### config.mk
export PLATFORM = sky130hd
export DESIGN_NAME = cursor_doubly_linked_list
export DESIGN_NICKNAME = d
export VERILOG_FILES = /design/src/rtl/cdll_pkg.sv /design/src/rtl/cdll_ctrl.sv /design/src/rtl/cdll_dp.sv /design/src/rtl/cursor_doubly_linked_list.sv
export SDC_FILE = /design/constraint.sdc
export NUM_CORES = 2
export LEC_CHECK = 0
export BUFFER_PORTS_ARGS = -buffer_cell sky130_fd_sc_hd__buf_2
export CAP_MARGIN = 20
export CORE_MARGIN = 4
export CORE_UTILIZATION = 38
export DETAILED_ROUTE_END_ITERATION = 12
export GPL_TIMING_DRIVEN = 0
export SETUP_SLACK_MARGIN = 0.2
export SYNTH_ARGS = -nofsm -noshare
export SYNTH_HDL_FRONTEND = slang
export SYNTH_HIERARCHICAL = 1
export SYNTH_SLANG_ARGS = --single-unit
### constraint.sdc
create_clock -name aclk -period 19.65 [get_ports aclk]
set_input_delay 1.965 -clock aclk [delete_from_list [all_inputs] [get_ports aclk]]
set_output_delay 1.965 -clock aclk [all_outputs]
set_load 0.01 [all_outputs]
### src/rtl/cdll_pkg.sv
// Shared types and codes for the cursor doubly linked list manager.
package cdll_pkg;

    localparam int FUNC_W   = 3;
    localparam int DATA_W   = 32;
    localparam int STATUS_W = 2;
    localparam int COUNT_W  = 6;

    // operation codes
    localparam logic [FUNC_W-1:0] FUNC_NEXT   = 3'd0;
    localparam logic [FUNC_W-1:0] FUNC_PREV   = 3'd1;
    localparam logic [FUNC_W-1:0] FUNC_HOME   = 3'd2;
    localparam logic [FUNC_W-1:0] FUNC_INSERT = 3'd3;
    localparam logic [FUNC_W-1:0] FUNC_REMOVE = 3'd4;

    // status codes
    localparam logic [STATUS_W-1:0] STAT_OK      = 2'd0;
    localparam logic [STATUS_W-1:0] STAT_AT_SENT = 2'd1;
    localparam logic [STATUS_W-1:0] STAT_FULL    = 2'd2;

    localparam logic [COUNT_W-1:0] COUNT_MAX = '1;

    // controller to datapath commands
    typedef struct packed {
        logic accept;   // input transaction taken this cycle
        logic load;     // read links of cursor node and top of free stack
        logic exec;     // first write pass, cursor and counters update
        logic fin;      // second link write pass, value read at cursor
        logic capt;     // result captured into the output register
    } cmd_t;

endpackage

### src/rtl/cdll_ctrl.sv
// Sequencing state machine and output valid for the list manager.
module cdll_ctrl (
    input  logic          aclk,
    input  logic          aresetn,
    input  logic          s_valid,
    output logic          s_ready,
    output logic          m_valid,
    input  logic          m_ready,
    output cdll_pkg::cmd_t cmd
);

    typedef enum logic [4:0] {
        ST_IDLE = 5'b00001,
        ST_LOAD = 5'b00010,
        ST_EXEC = 5'b00100,
        ST_FIN  = 5'b01000,
        ST_CAPT = 5'b10000
    } state_t;

    state_t state_reg, state_next;
    logic   m_valid_reg, m_valid_next;
    logic   capt_fire;

    assign s_ready   = (state_reg == ST_IDLE);
    assign m_valid   = m_valid_reg;
    // result register frees up when its transaction completes
    assign capt_fire = (state_reg == ST_CAPT) && (!m_valid_reg || m_ready);

    always_comb begin
        state_next = state_reg;
        case (state_reg)
            ST_IDLE: begin
                if (s_valid) begin
                    state_next = ST_LOAD;
                end
            end
            ST_LOAD: state_next = ST_EXEC;
            ST_EXEC: state_next = ST_FIN;
            ST_FIN:  state_next = ST_CAPT;
            ST_CAPT: begin
                if (capt_fire) begin
                    state_next = ST_IDLE;
                end
            end
            default: state_next = ST_IDLE;
        endcase
    end

    always_comb begin
        m_valid_next = m_valid_reg;
        if (m_valid_reg && m_ready) begin
            m_valid_next = 1'b0;
        end
        if (capt_fire) begin
            m_valid_next = 1'b1;
        end
    end

    always_comb begin
        cmd.accept = s_valid && (state_reg == ST_IDLE);
        cmd.load   = (state_reg == ST_LOAD);
        cmd.exec   = (state_reg == ST_EXEC);
        cmd.fin    = (state_reg == ST_FIN);
        cmd.capt   = capt_fire;
    end

    always_ff @(posedge aclk) begin
        if (!aresetn) begin
            state_reg   <= ST_IDLE;
            m_valid_reg <= 1'b0;
        end else begin
            state_reg   <= state_next;
            m_valid_reg <= m_valid_next;
        end
    end

endmodule

### src/rtl/cdll_dp.sv
// Datapath: node pool memories, free stack, cursor, counters and result register.
module cdll_dp #(
    parameter int POOL_NODES = 64,
    parameter int VALUE_BITS = 32
) (
    input  logic                              aclk,
    input  logic                              aresetn,
    input  cdll_pkg::cmd_t                    cmd,
    input  logic [cdll_pkg::FUNC_W-1:0]       s_func,
    input  logic [cdll_pkg::DATA_W-1:0]       s_item_value,
    output logic [cdll_pkg::STATUS_W-1:0]     m_status,
    output logic                              m_at_sentinel,
    output logic                              m_list_empty,
    output logic [cdll_pkg::COUNT_W-1:0]      m_entry_count,
    output logic [cdll_pkg::DATA_W-1:0]       m_cursor_value
);

    localparam int NODE_W    = $clog2(POOL_NODES);
    localparam int STK_DEPTH = POOL_NODES - 1;
    localparam int STK_W     = $clog2(STK_DEPTH);
    localparam logic [NODE_W-1:0] LAST_NODE = NODE_W'(POOL_NODES - 1);
    localparam logic [NODE_W-1:0] SENT      = '0;
    localparam logic [NODE_W-1:0] ONE       = NODE_W'(1);

    // node pool; entry 0 of the link arrays lives in flops below
    logic [NODE_W-1:0]     fwd_mem [POOL_NODES];
    logic [NODE_W-1:0]     bwd_mem [POOL_NODES];
    logic [VALUE_BITS-1:0] val_mem [POOL_NODES];
    logic [NODE_W-1:0]     stk_mem [STK_DEPTH];

    // control state
    logic [NODE_W-1:0] cursor_reg, cursor_next;
    logic [NODE_W-1:0] count_reg, count_next;
    logic [NODE_W-1:0] top_reg, top_next;
    logic [NODE_W-1:0] low_reg, low_next;   // lowest stack slot ever popped
    logic [NODE_W-1:0] fwd0_reg, fwd0_next;
    logic [NODE_W-1:0] bwd0_reg, bwd0_next;

    // payload registers
    logic [cdll_pkg::FUNC_W-1:0]   func_reg;
    logic [VALUE_BITS-1:0]         item_reg;
    logic [NODE_W-1:0]             fwd_rd_reg, bwd_rd_reg, stk_rd_reg;
    logic                          stk_unw_reg, cur0_reg;
    logic [NODE_W-1:0]             after_reg, fresh_reg;
    logic [cdll_pkg::STATUS_W-1:0] status_reg, status_next;
    logic [VALUE_BITS-1:0]         val_rd_reg;
    logic [cdll_pkg::STATUS_W-1:0] m_status_reg;
    logic                          m_at_sentinel_reg, m_list_empty_reg;
    logic [cdll_pkg::COUNT_W-1:0]  m_entry_count_reg;
    logic [cdll_pkg::DATA_W-1:0]   m_cursor_value_reg;

    logic [63:0]       item_wide, val_wide;
    logic [16:0]       count_wide;
    logic [NODE_W-1:0] top_m1;
    logic [NODE_W-1:0] after_w, before_w, fresh_w;
    logic              ins_ok, rem_ok, ins_fin;

    // link write ports
    logic              fwd_wen, bwd_wen, fwd_mem_we, bwd_mem_we, val_we, stk_we;
    logic [NODE_W-1:0] fwd_wa, fwd_wd, bwd_wa, bwd_wd;

    always_comb begin
        item_wide = 64'(s_item_value);
        val_wide  = '0;
        val_wide[VALUE_BITS-1:0] = val_rd_reg;
        count_wide = 17'(count_reg);
    end

    assign top_m1   = top_reg - ONE;
    assign after_w  = cur0_reg ? fwd0_reg : fwd_rd_reg;
    assign before_w = cur0_reg ? bwd0_reg : bwd_rd_reg;
    // a stack slot never pushed is not read from memory: slot i stands for node i+1, taken from top_reg
    assign fresh_w  = stk_unw_reg ? top_reg : stk_rd_reg;
    assign ins_ok   = (func_reg == cdll_pkg::FUNC_INSERT) && (top_reg != SENT);
    assign rem_ok   = (func_reg == cdll_pkg::FUNC_REMOVE) && (cursor_reg != SENT);
    assign ins_fin  = (func_reg == cdll_pkg::FUNC_INSERT) && (status_reg == cdll_pkg::STAT_OK);

    always_comb begin
        status_next = status_reg;
        if (cmd.exec) begin
            status_next = cdll_pkg::STAT_OK;
            if ((func_reg == cdll_pkg::FUNC_INSERT) && (top_reg == SENT)) begin
                status_next = cdll_pkg::STAT_FULL;
            end else if ((func_reg == cdll_pkg::FUNC_REMOVE) && (cursor_reg == SENT)) begin
                status_next = cdll_pkg::STAT_AT_SENT;
            end
        end
    end

    // link writes: one per array per cycle, sentinel entry steered to flops
    always_comb begin
        fwd_wen = 1'b0;
        fwd_wa  = '0;
        fwd_wd  = '0;
        bwd_wen = 1'b0;
        bwd_wa  = '0;
        bwd_wd  = '0;
        if (cmd.exec && ins_ok) begin
            fwd_wen = 1'b1;
            fwd_wa  = fresh_w;
            fwd_wd  = after_w;
            bwd_wen = 1'b1;
            bwd_wa  = fresh_w;
            bwd_wd  = cursor_reg;
        end else if (cmd.exec && rem_ok) begin
            fwd_wen = 1'b1;
            fwd_wa  = before_w;
            fwd_wd  = after_w;
            bwd_wen = 1'b1;
            bwd_wa  = after_w;
            bwd_wd  = before_w;
        end else if (cmd.fin && ins_fin) begin
            fwd_wen = 1'b1;
            fwd_wa  = cursor_reg;
            fwd_wd  = fresh_reg;
            bwd_wen = 1'b1;
            bwd_wa  = after_reg;
            bwd_wd  = fresh_reg;
        end
        fwd0_next  = fwd0_reg;
        bwd0_next  = bwd0_reg;
        fwd_mem_we = 1'b0;
        bwd_mem_we = 1'b0;
        if (fwd_wen) begin
            if (fwd_wa == SENT) begin
                fwd0_next = fwd_wd;
            end else begin
                fwd_mem_we = 1'b1;
            end
        end
        if (bwd_wen) begin
            if (bwd_wa == SENT) begin
                bwd0_next = bwd_wd;
            end else begin
                bwd_mem_we = 1'b1;
            end
        end
    end

    assign val_we = cmd.exec && ins_ok;
    assign stk_we = cmd.exec && rem_ok && (top_reg < LAST_NODE);

    always_comb begin
        cursor_next = cursor_reg;
        count_next  = count_reg;
        top_next    = top_reg;
        low_next    = low_reg;
        if (cmd.exec) begin
            case (func_reg)
                cdll_pkg::FUNC_NEXT: cursor_next = after_w;
                cdll_pkg::FUNC_PREV: cursor_next = before_w;
                cdll_pkg::FUNC_HOME: cursor_next = SENT;
                cdll_pkg::FUNC_INSERT: begin
                    if (ins_ok) begin
                        count_next = count_reg + ONE;
                        top_next   = top_m1;
                        if (top_m1 < low_reg) begin
                            low_next = top_m1;
                        end
                    end
                end
                cdll_pkg::FUNC_REMOVE: begin
                    if (rem_ok) begin
                        cursor_next = before_w;
                        if (count_reg != SENT) begin
                            count_next = count_reg - ONE;
                        end
                        if (top_reg < LAST_NODE) begin
                            top_next = top_reg + ONE;
                        end
                    end
                end
                default: cursor_next = cursor_reg;
            endcase
        end
    end

    always_ff @(posedge aclk) begin
        if (!aresetn) begin
            cursor_reg <= SENT;
            count_reg  <= '0;
            top_reg    <= LAST_NODE;
            low_reg    <= LAST_NODE;
            fwd0_reg   <= SENT;
            bwd0_reg   <= SENT;
        end else begin
            cursor_reg <= cursor_next;
            count_reg  <= count_next;
            top_reg    <= top_next;
            low_reg    <= low_next;
            fwd0_reg   <= fwd0_next;
            bwd0_reg   <= bwd0_next;
        end
    end

    // memory write ports
    always_ff @(posedge aclk) begin
        if (fwd_mem_we) begin
            fwd_mem[fwd_wa] <= fwd_wd;
        end
        if (bwd_mem_we) begin
            bwd_mem[bwd_wa] <= bwd_wd;
        end
        if (val_we) begin
            val_mem[fresh_w] <= item_reg;
        end
        if (stk_we) begin
            stk_mem[top_reg[STK_W-1:0]] <= cursor_reg;
        end
    end

    // registered reads
    always_ff @(posedge aclk) begin
        if (cmd.load) begin
            fwd_rd_reg  <= fwd_mem[cursor_reg];
            bwd_rd_reg  <= bwd_mem[cursor_reg];
            stk_rd_reg  <= stk_mem[top_m1[STK_W-1:0]];
            stk_unw_reg <= (top_m1 < low_reg);
            cur0_reg    <= (cursor_reg == SENT);
        end
        if (cmd.fin) begin
            val_rd_reg <= val_mem[cursor_reg];
        end
    end

    always_ff @(posedge aclk) begin
        if (cmd.accept) begin
            func_reg <= s_func;
            item_reg <= item_wide[VALUE_BITS-1:0];
        end
        if (cmd.exec) begin
            after_reg <= after_w;
            fresh_reg <= fresh_w;
        end
        status_reg <= status_next;
        if (cmd.capt) begin
            m_status_reg      <= status_reg;
            m_at_sentinel_reg <= (cursor_reg == SENT);
            m_list_empty_reg  <= (fwd0_reg == SENT);
            m_entry_count_reg <= (count_wide > 17'(cdll_pkg::COUNT_MAX)) ?
                                 cdll_pkg::COUNT_MAX : count_wide[cdll_pkg::COUNT_W-1:0];
            m_cursor_value_reg <= (cursor_reg == SENT) ? '0 : val_wide[cdll_pkg::DATA_W-1:0];
        end
    end

    assign m_status       = m_status_reg;
    assign m_at_sentinel  = m_at_sentinel_reg;
    assign m_list_empty   = m_list_empty_reg;
    assign m_entry_count  = m_entry_count_reg;
    assign m_cursor_value = m_cursor_value_reg;

endmodule

### src/rtl/cursor_doubly_linked_list.sv
// Top level of the cursor doubly linked list manager.
//
//  channel   direction  ports
//  --------  ---------  ---------------------------------------------------------
//  s_        in         s_valid, s_ready, s_func, s_item_value
//  m_        out        m_valid, m_ready, m_status, m_at_sentinel, m_list_empty,
//                       m_entry_count, m_cursor_value
//
// One transaction is in work at a time: accept, link read, first write pass,
// second write pass with cursor value read, result capture. This sequence comes
// from the registered read ports and the single write port of each link memory.
// A held result stalls capture, and with it the next accept; the finished result
// register is drained independently of the next accept.
// Reset (synchronous, aresetn low) puts the cursor on the sentinel with empty
// links and a full free stack; no clearing pass is needed.
module cursor_doubly_linked_list #(
    parameter int POOL_NODES = 64,
    parameter int VALUE_BITS = 32
) (
    input  logic                          aclk,
    input  logic                          aresetn,
    input  logic                          s_valid,
    output logic                          s_ready,
    input  logic [cdll_pkg::FUNC_W-1:0]   s_func,
    input  logic [cdll_pkg::DATA_W-1:0]   s_item_value,
    output logic                          m_valid,
    input  logic                          m_ready,
    output logic [cdll_pkg::STATUS_W-1:0] m_status,
    output logic                          m_at_sentinel,
    output logic                          m_list_empty,
    output logic [cdll_pkg::COUNT_W-1:0]  m_entry_count,
    output logic [cdll_pkg::DATA_W-1:0]   m_cursor_value
);

    cdll_pkg::cmd_t cmd;

    cdll_ctrl u_ctrl (
        .aclk    (aclk),
        .aresetn (aresetn),
        .s_valid (s_valid),
        .s_ready (s_ready),
        .m_valid (m_valid),
        .m_ready (m_ready),
        .cmd     (cmd)
    );

    cdll_dp #(
        .POOL_NODES (POOL_NODES),
        .VALUE_BITS (VALUE_BITS)
    ) u_dp (
        .aclk           (aclk),
        .aresetn        (aresetn),
        .cmd            (cmd),
        .s_func         (s_func),
        .s_item_value   (s_item_value),
        .m_status       (m_status),
        .m_at_sentinel  (m_at_sentinel),
        .m_list_empty   (m_list_empty),
        .m_entry_count  (m_entry_count),
        .m_cursor_value (m_cursor_value)
    );

    // no second item enters while one is in work
    a_single_item: assert property (@(posedge aclk) disable iff (!aresetn)
        (s_valid && s_ready) |=> !s_ready)
        else $error("input taken while an item is in work");

    a_sent_value: assert property (@(posedge aclk) disable iff (!aresetn)
        (m_valid && m_at_sentinel) |-> (m_cursor_value == '0))
        else $error("nonzero cursor value at sentinel");

    a_empty_count: assert property (@(posedge aclk) disable iff (!aresetn)
        (m_valid && m_list_empty) |-> (m_entry_count == '0))
        else $error("empty list reports stored entries");

    a_capt_seq: assert property (@(posedge aclk) disable iff (!aresetn)
        (s_valid && s_ready) |=> cmd.load ##1 cmd.exec ##1 cmd.fin)
        else $error("sequencer skipped a step");

endmodule
### Word level (Yosys, flattened, before mapping)

Memories as Yosys holds them, arrays and structs flattened. A register that Yosys moved wholly into a read port is not among the register bits.
Cells that the tools add are included.

| storage, ports and cells | value |
|---|---|
| flip-flop bits (word level) | 135 |
| RAM bits | 3194 |
| input port bits | 39 |
| output and inout bits | 44 |
| logic and storage cells | 125 |
| memories | 4 |

| cells by class | value |
|---|---|
| add/subtract/negate cells | 4 |
| order comparisons | 3 |
| eq/ne operators | 15 |
| multiplexer cells | 45 |
| reduce and logical (&&, ||, !) cells | 34 |

Memory list:

| name | words | bits a word | read ports | clocked after memory_dff | wr ports | RTL line | RTL |
|---|---|---|---|---|---|---|---|
| u_dp.val_mem | 64 | 32 | 1 | 1 | 1 | cdll_dp.sv:28 | `logic [VALUE_BITS-1:0] val_mem [POOL_NODES];` |
| u_dp.bwd_mem | 64 | 6 | 1 | 1 | 1 | cdll_dp.sv:27 | `logic [NODE_W-1:0] bwd_mem [POOL_NODES];` |
| u_dp.fwd_mem | 64 | 6 | 1 | 1 | 1 | cdll_dp.sv:26 | `logic [NODE_W-1:0] fwd_mem [POOL_NODES];` |
| u_dp.stk_mem | 63 | 6 | 1 | 1 | 1 | cdll_dp.sv:29 | `logic [NODE_W-1:0] stk_mem [STK_DEPTH];` |

Operators with widths:

| kind | number |
|---|---|
| two-way mux 6 bit | 21 |
| logical NOT 6 bit | 5 |
| case mux 5 bit (5 select lines) | 1 |
| case mux 6 bit (2 select lines) | 2 |
| case mux 6 bit (4 select lines) | 1 |
| two-way mux 1 bit | 18 |
| nonzero test 6 bit | 3 |
| adder 6 x 1 -> 6 bit, second input constant | 2 |
| logical AND 1 bit | 12 |
| subtractor 6 x 1 -> 6 bit, second input constant | 2 |
| two-way mux 5 bit | 2 |
| AND reduction 5 bit | 2 |
| == test 3 x 2 -> 1 bit, second input constant | 2 |
| greater-than comparator 6 bit, second input constant | 1 |
| less-than comparator 6 bit | 1 |
| less-than comparator 6 bit, second input constant | 1 |
| inequality test 2 x 1 -> 1 bit, second input constant | 3 |
| inequality test 2 bit, second input constant | 3 |
| AND reduction 2 bit | 3 |
| == test 5 x 1 -> 1 bit, second input constant | 1 |
| == test 5 x 2 -> 1 bit, second input constant | 1 |
| == test 5 x 3 -> 1 bit, second input constant | 1 |
| == test 5 x 4 -> 1 bit, second input constant | 1 |
| == test 5 bit, second input constant | 1 |
| other kinds (10) | 11 |

### Logic depth before layout (Yosys ltp)

| logic depth | value |
|---|---|
| depth after elaboration | 11 |
| gate-level depth with buffers | 18 |
| gate-level depth less buffers | 11 |

### Modules after synthesis

Netlist, hierarchy kept.

Modules (own cells, without submodules):

| module | instances | cells an instance | area each (um^2) | seq. area each (um^2) |
|---|---|---|---|---|
| cdll_dp | 1 | 5468 | 129500.5 | 100926.8 |
| cdll_ctrl | 1 | 35 | 327.8 | 120.1 |

### Worst setup path after synthesis

Ideal clock, no wire load.

| path | value |
|---|---|
| path type | register -> register |
| from | reg u_ctrl.state_reg[2] |
| to | mem u_dp/bwd_mem[0][5] in the netlist's numbering, data pin |
| setup time | 0.712 ns |
| arrival time | 5.861 ns |
| data required time | 18.938 ns |
| path slack | 13.077 ns |
| stages on the path, launching flop included | 9 |
| path buffers | 2 |
| period minus slack after synthesis | 6.573 ns |
| path through | dfxtp_1 > buf_6 > or3_4 > nor2_1 > or3b_2 > nor2_1 > clkbuf_1 > a21oi_1 > o21ai_0 |

RTL lines:

| element | RTL line | RTL |
|---|---|---|
| start: declaration | cdll_ctrl.sv:20 | `state_t state_reg, state_next;` |
| start signal: assignment | cdll_ctrl.sv:72 | `state_reg <= state_next;` |
| end: declaration | cdll_dp.sv:27 |  |

### Worst setup path after layout

| path | value |
|---|---|
| from | reg u_dp.cursor_reg[0] |
| to | mem u_dp/fwd_mem[45][0] in the netlist's numbering, enable pin |

| on the way | value |
|---|---|
| longest elaborated chain between the ends | 10 |

RTL lines:

| element | RTL line | RTL |
|---|---|---|
| start: declaration | cdll_dp.sv:32 | `logic [NODE_W-1:0] cursor_reg, cursor_next;` |
| start signal: assignment | cdll_dp.sv:187 | `cursor_reg <= cursor_next;` |
| nonzero test 6 bit | cdll_dp.sv:75 | `assign rem_ok = (func_reg == cdll_pkg::FUNC_REMOVE) && (cursor_reg != SENT);` |
| logical AND 1 bit | cdll_dp.sv:75 |  |
| logical AND 1 bit | cdll_dp.sv:105 | `end else if (cmd.exec && rem_ok) begin` |
| two-way mux 6 bit | cdll_dp.sv:105 |  |
| two-way mux 6 bit | cdll_dp.sv:98 | `if (cmd.exec && ins_ok) begin` |
| logical NOT 6 bit | cdll_dp.sv:125 | `if (fwd_wa == SENT) begin` |
| two-way mux 1 bit | cdll_dp.sv:125 |  |
| two-way mux 1 bit | cdll_dp.sv:124 | `if (fwd_wen) begin` |
| two-way mux 1 bit | cdll_dp.sv:198 | `if (fwd_mem_we) begin` |
| two-way mux 1 bit (not written as such) | cdll_dp.sv:199 | `fwd_mem[fwd_wa] <= fwd_wd;` |
| end: declaration | cdll_dp.sv:26 |  |

Parallel ways exist; a longest one is shown, timed or not.

==> summary.txt <==
==========================================================================================
Remaining global-route overflow .............................................            0
Final period util ...........................................................        31.2%
Pins over their slew limit ..................................................            0
Post-Route WL ...............................................................   335,000 um
Final design instance area without fill .....................................    0.152 mm2
Simple-Gate Fraction of Synth Area ..........................................        1.93%
Cell types with the largest area share after synthesis ...................... sky130_fd_sc_hd__edfxtp_1 (77%), sky130_fd_sc_hd__mux4_2 (18%), sky130_fd_sc_hd__nor2_1 (0.84%), sky130_fd_sc_hd__dfxtp_1 (0.65%), sky130_fd_sc_hd__clkbuf_1 (0.57%)
Wire length of the first global-routing pass ................................   474,000 um
# rows ......................................................................          214
Initial cell density of the core ............................................        38.2%
Area growth, synth to finish ................................................        17.3%
Number of filler cells placed in the layout .................................       28,300
Routed length per instance ..................................................      30.5 um
Post-detailed-route count of antenna-violating nets .........................            0
Number of instances in the placed design ....................................       10,300
Initial DRC count ...........................................................        8,001
Inserted Clock Buffers ......................................................          345
Combinational family with the most area after synthesis ..................... multiplexers
Worst skew pair latency .....................................................       920 ps
Drt pass-1 iters ............................................................            5
Post-Layout Cell Count ......................................................       11,000
Via count ...................................................................       62,100
Top Registers ............................................................... u_dp/val_mem: 2048 flops, u_dp/bwd_mem: 384 flops, u_dp/fwd_mem: 384 flops
Fraction of registers with async set or reset after synthesis ...............           0%
H-tree Lvls .................................................................            5
Leak Pwr ....................................................................      45.4 nW
Die footprint ...............................................................    0.351 mm2
Synthesized area divided by synthesized cell count ..........................     23.6 um2
Flip-flop cell with the highest count after synthesis ....................... sky130_fd_sc_hd__edfxtp_1
Cells after Synth ...........................................................        5,503
Final cell utilization of the core ..........................................        44.8%
Max-Cap Viols ...............................................................            0
Fin Clk Skew ................................................................      64.6 ps
Transition at the pin with the smallest max-transition slack ................      1180 ps
Fraction of the yosys area taken by sequential cells ........................        77.8%
Count of different cell masters after synthesis .............................           73
Start-to-end type of the worst setup path ...................................   reg -> reg
Cell at the root of the clock tree .......................................... sky130_fd_sc_hd__clkbuf_16
Data arrival, critical path .................................................      6630 ps
Post-route DRC violation count ..............................................            0
Peak VDD IR .................................................................      70.8 uV
Status ......................................................................    completed
Number of enable flip-flop cells after synthesis ............................        3,337
Register bank with the most flops ........................................... u_dp/val_mem
Most area-hungry cell type in the Yosys netlist ............................. sky130_fd_sc_hd__edfxtp_1
Launching element type of the critical path .................................    flip-flop
Power per Cell Area .........................................................  95.4 mW/mm2
Placeable core area .........................................................    0.340 mm2
Pin count of the biggest net entering global routing ........................           45
Xor/xnor share of the synthesized area ......................................      0.0877%
Count of buffers added by post-CTS timing repair for setup ..................            0
Synthesis-stage register bit count ..........................................        3,379
DP HPWL .....................................................................   227,000 um
Horizontal die dimension ....................................................       593 um
Final-layout worst hold slack ...............................................       462 ps
Port Buffers ................................................................           82
Via count of the first global-routing pass ..................................       62,100
Total setup violations reported at the end of the flow ......................            0
Fraction of post-synthesis cell area in the top cell type by area ...........        77.2%
Largest fanout on the critical path .........................................           33
Mapped cell area ............................................................    0.130 mm2
CP endpoint kind ............................................................    flip-flop
Aggregate global-route resource usage .......................................        18.9%
Number of vias per cell after detailed routing ..............................         5.65
Number of hold violations in the final report ...............................            0
Worst-path clk slew .........................................................        60 ps
Flip-flop count of the largest register, all copies and words added .........        2,048
Type of the worst min-delay path ............................................   reg -> reg
I/O pin total ...............................................................           83
RSZ-0062 raised after global routing ........................................           no
Worst slew slack as a fraction of its limit .................................        21.0%
Initial antenna violation count .............................................           19
Post-CTS Hold Fix Bufs ......................................................            0
Final net count .............................................................        6,223
CTS tree ....................................................................          yes
Shortest period the worst path allows .......................................      6130 ps
Die Y .......................................................................       593 um
Peak Freq ...................................................................      163 MHz
Complex-gate fraction of the synthesized area ...............................       0.893%
Number of sinks driven by the clock tree ....................................        3,379
Total Negative Setup Slacks .................................................         0 ps
Number of buffers on the longest clock path .................................            4
Placed Instance Area ........................................................    0.141 mm2
Final weighted congestion in routability-driven placement ...................        0.869
Required time of the critical path ..........................................    20,150 ps
Share of synthesized cell area in full adder, half adder and majority cells .       0.131%
Fraction of final layout cells sized beyond drive strength 1 ................        30.9%
Multiplexer fraction of the synthesized cell area ...........................        18.1%
Synth warn ..................................................................            6
Resize count post-CTS .......................................................            0
==========================================================================================
-- power by group --
group	leakage [nW]	total, mW	switching (mW)	internal, mW
Clock	5.36	6.37	2.69	3.68
Sequential	30.4	7.94	0.0180	7.92
Combinational	9.62	0.211	0.138	0.0738
-- metal layers --
metal,global-route usage [%],part of all wire [%],vias to the layer above
met1,26.9,40,33700
met3,3.42,8.4,562
li1,-,-,24900
met5,0,0,-
met4,6.49,3.9,0
met2,29.5,47,2932
-- cell usage in the layout (no fill, tap or decap), types with 37 or more instances in the layout --
cell | netlist | final
sky130_fd_sc_hd__buf_8 | 0 | 59
sky130_fd_sc_hd__edfxtp_1 | 3337 | 3337
sky130_fd_sc_hd__buf_12 | 0 | 78
sky130_fd_sc_hd__clkbuf_16 | 0 | 352
sky130_fd_sc_hd__clkbuf_1 | 198 | 262
sky130_fd_sc_hd__mux4_2 | 1032 | 1032
sky130_fd_sc_hd__buf_16 | 0 | 76
sky130_fd_sc_hd__buf_1 | 51 | 50
sky130_fd_sc_hd__and2_1 | 38 | 37
sky130_fd_sc_hd__clkinv_1 | 1 | 70
sky130_fd_sc_hd__buf_2 | 40 | 123
sky130_fd_sc_hd__clkinv_2 | 0 | 69
sky130_fd_sc_hd__nor2_4 | 1 | 66
sky130_fd_sc_hd__nor2_1 | 292 | 227
sky130_fd_sc_hd__nand2_1 | 92 | 92
-- cell usage after synthesis, types with 6 or more instances --
cell type / number
sky130_fd_sc_hd__buf_1: 51
sky130_fd_sc_hd__nand3b_1: 10
sky130_fd_sc_hd__a22o_1: 6
sky130_fd_sc_hd__clkbuf_1: 198
sky130_fd_sc_hd__mux2i_1: 25
sky130_fd_sc_hd__nand2b_1: 9
sky130_fd_sc_hd__nor3_1: 17
sky130_fd_sc_hd__nor3b_1: 6
sky130_fd_sc_hd__edfxtp_1: 3337
sky130_fd_sc_hd__nor2b_1: 10
sky130_fd_sc_hd__a31oi_1: 8
sky130_fd_sc_hd__or3_1: 10
sky130_fd_sc_hd__dfxtp_1: 42
sky130_fd_sc_hd__buf_2: 40
sky130_fd_sc_hd__a311oi_1: 6
sky130_fd_sc_hd__inv_1: 26
sky130_fd_sc_hd__mux4_2: 1032
sky130_fd_sc_hd__o211ai_1: 12
sky130_fd_sc_hd__a211oi_1: 25
sky130_fd_sc_hd__ha_1: 12
sky130_fd_sc_hd__xnor2_1: 11
sky130_fd_sc_hd__nand3_1: 32
sky130_fd_sc_hd__and2_1: 38
sky130_fd_sc_hd__a21oi_1: 29
sky130_fd_sc_hd__nor2_1: 292
sky130_fd_sc_hd__a21boi_1: 6
sky130_fd_sc_hd__o21ai_0: 26
sky130_fd_sc_hd__o221ai_1: 6
sky130_fd_sc_hd__o21ai_1: 10
sky130_fd_sc_hd__nand2_1: 92
-- cells by family after synthesis --
kind of cell / after synthesis
XOR/XNOR: 13
multiplexers: 1058
adder cells (fa/ha/maj): 13
AO/OA/AOI/OAI: 166
flip-flops: 3379
other: 1
AND/OR/NAND/NOR: 546
buffers and inverters: 327
-- final timing paths --
path	start	end	slack [ps]	cells past startpoint
worst max-delay path	u_dp/cursor_reg[0]	u_dp/fwd_mem[45][0]	13520	9
worst max register to register	u_dp/cursor_reg[0]	u_dp/fwd_mem[45][0]	13520	9
worst min-delay path	u_dp/bwd0_reg[3]	u_dp/bwd0_reg[3]	460	2
worst min register to register	u_dp/bwd0_reg[3]	u_dp/bwd0_reg[3]	460	2
-- critical path, cell delays in order, from the launching register on --
cell                       delay (ps)
sky130_fd_sc_hd__dfxtp_2          730
sky130_fd_sc_hd__buf_12           270
sky130_fd_sc_hd__clkbuf_1         660
sky130_fd_sc_hd__buf_2            520
sky130_fd_sc_hd__buf_2            580
sky130_fd_sc_hd__buf_2            540
sky130_fd_sc_hd__a21oi_1          120
sky130_fd_sc_hd__a21oi_1          710
sky130_fd_sc_hd__nand3b_1         730
sky130_fd_sc_hd__nor2_1           770
-- area by class of cell --
class | count | area, um2 | area share [%]
buffer | 298 | 1230 | 0.807
inverter | 29 | 114 | 0.0748
antenna | 8 | 20.0 | 0.0131
tap | 4536 | 5680 | 3.73
multi-input combinational | 1808 | 28200 | 18.5
clock buffer | 430 | 9140 | 6.00
sequential | 3379 | 101000 | 66.4
timing repair buffer | 310 | 5100 | 3.35
clock inverter | 191 | 1770 | 1.16
-- per-stage QoR --
step	setup slack, ps	power (mW)
global route	13370	15.0
global placement	8160	8.23
finish	13520	14.5
detailed placement	13570	8.30
floorplan	13080	8.16
CTS	13530	14.6
Note: power is estimated with default switching activity, not from simulation.
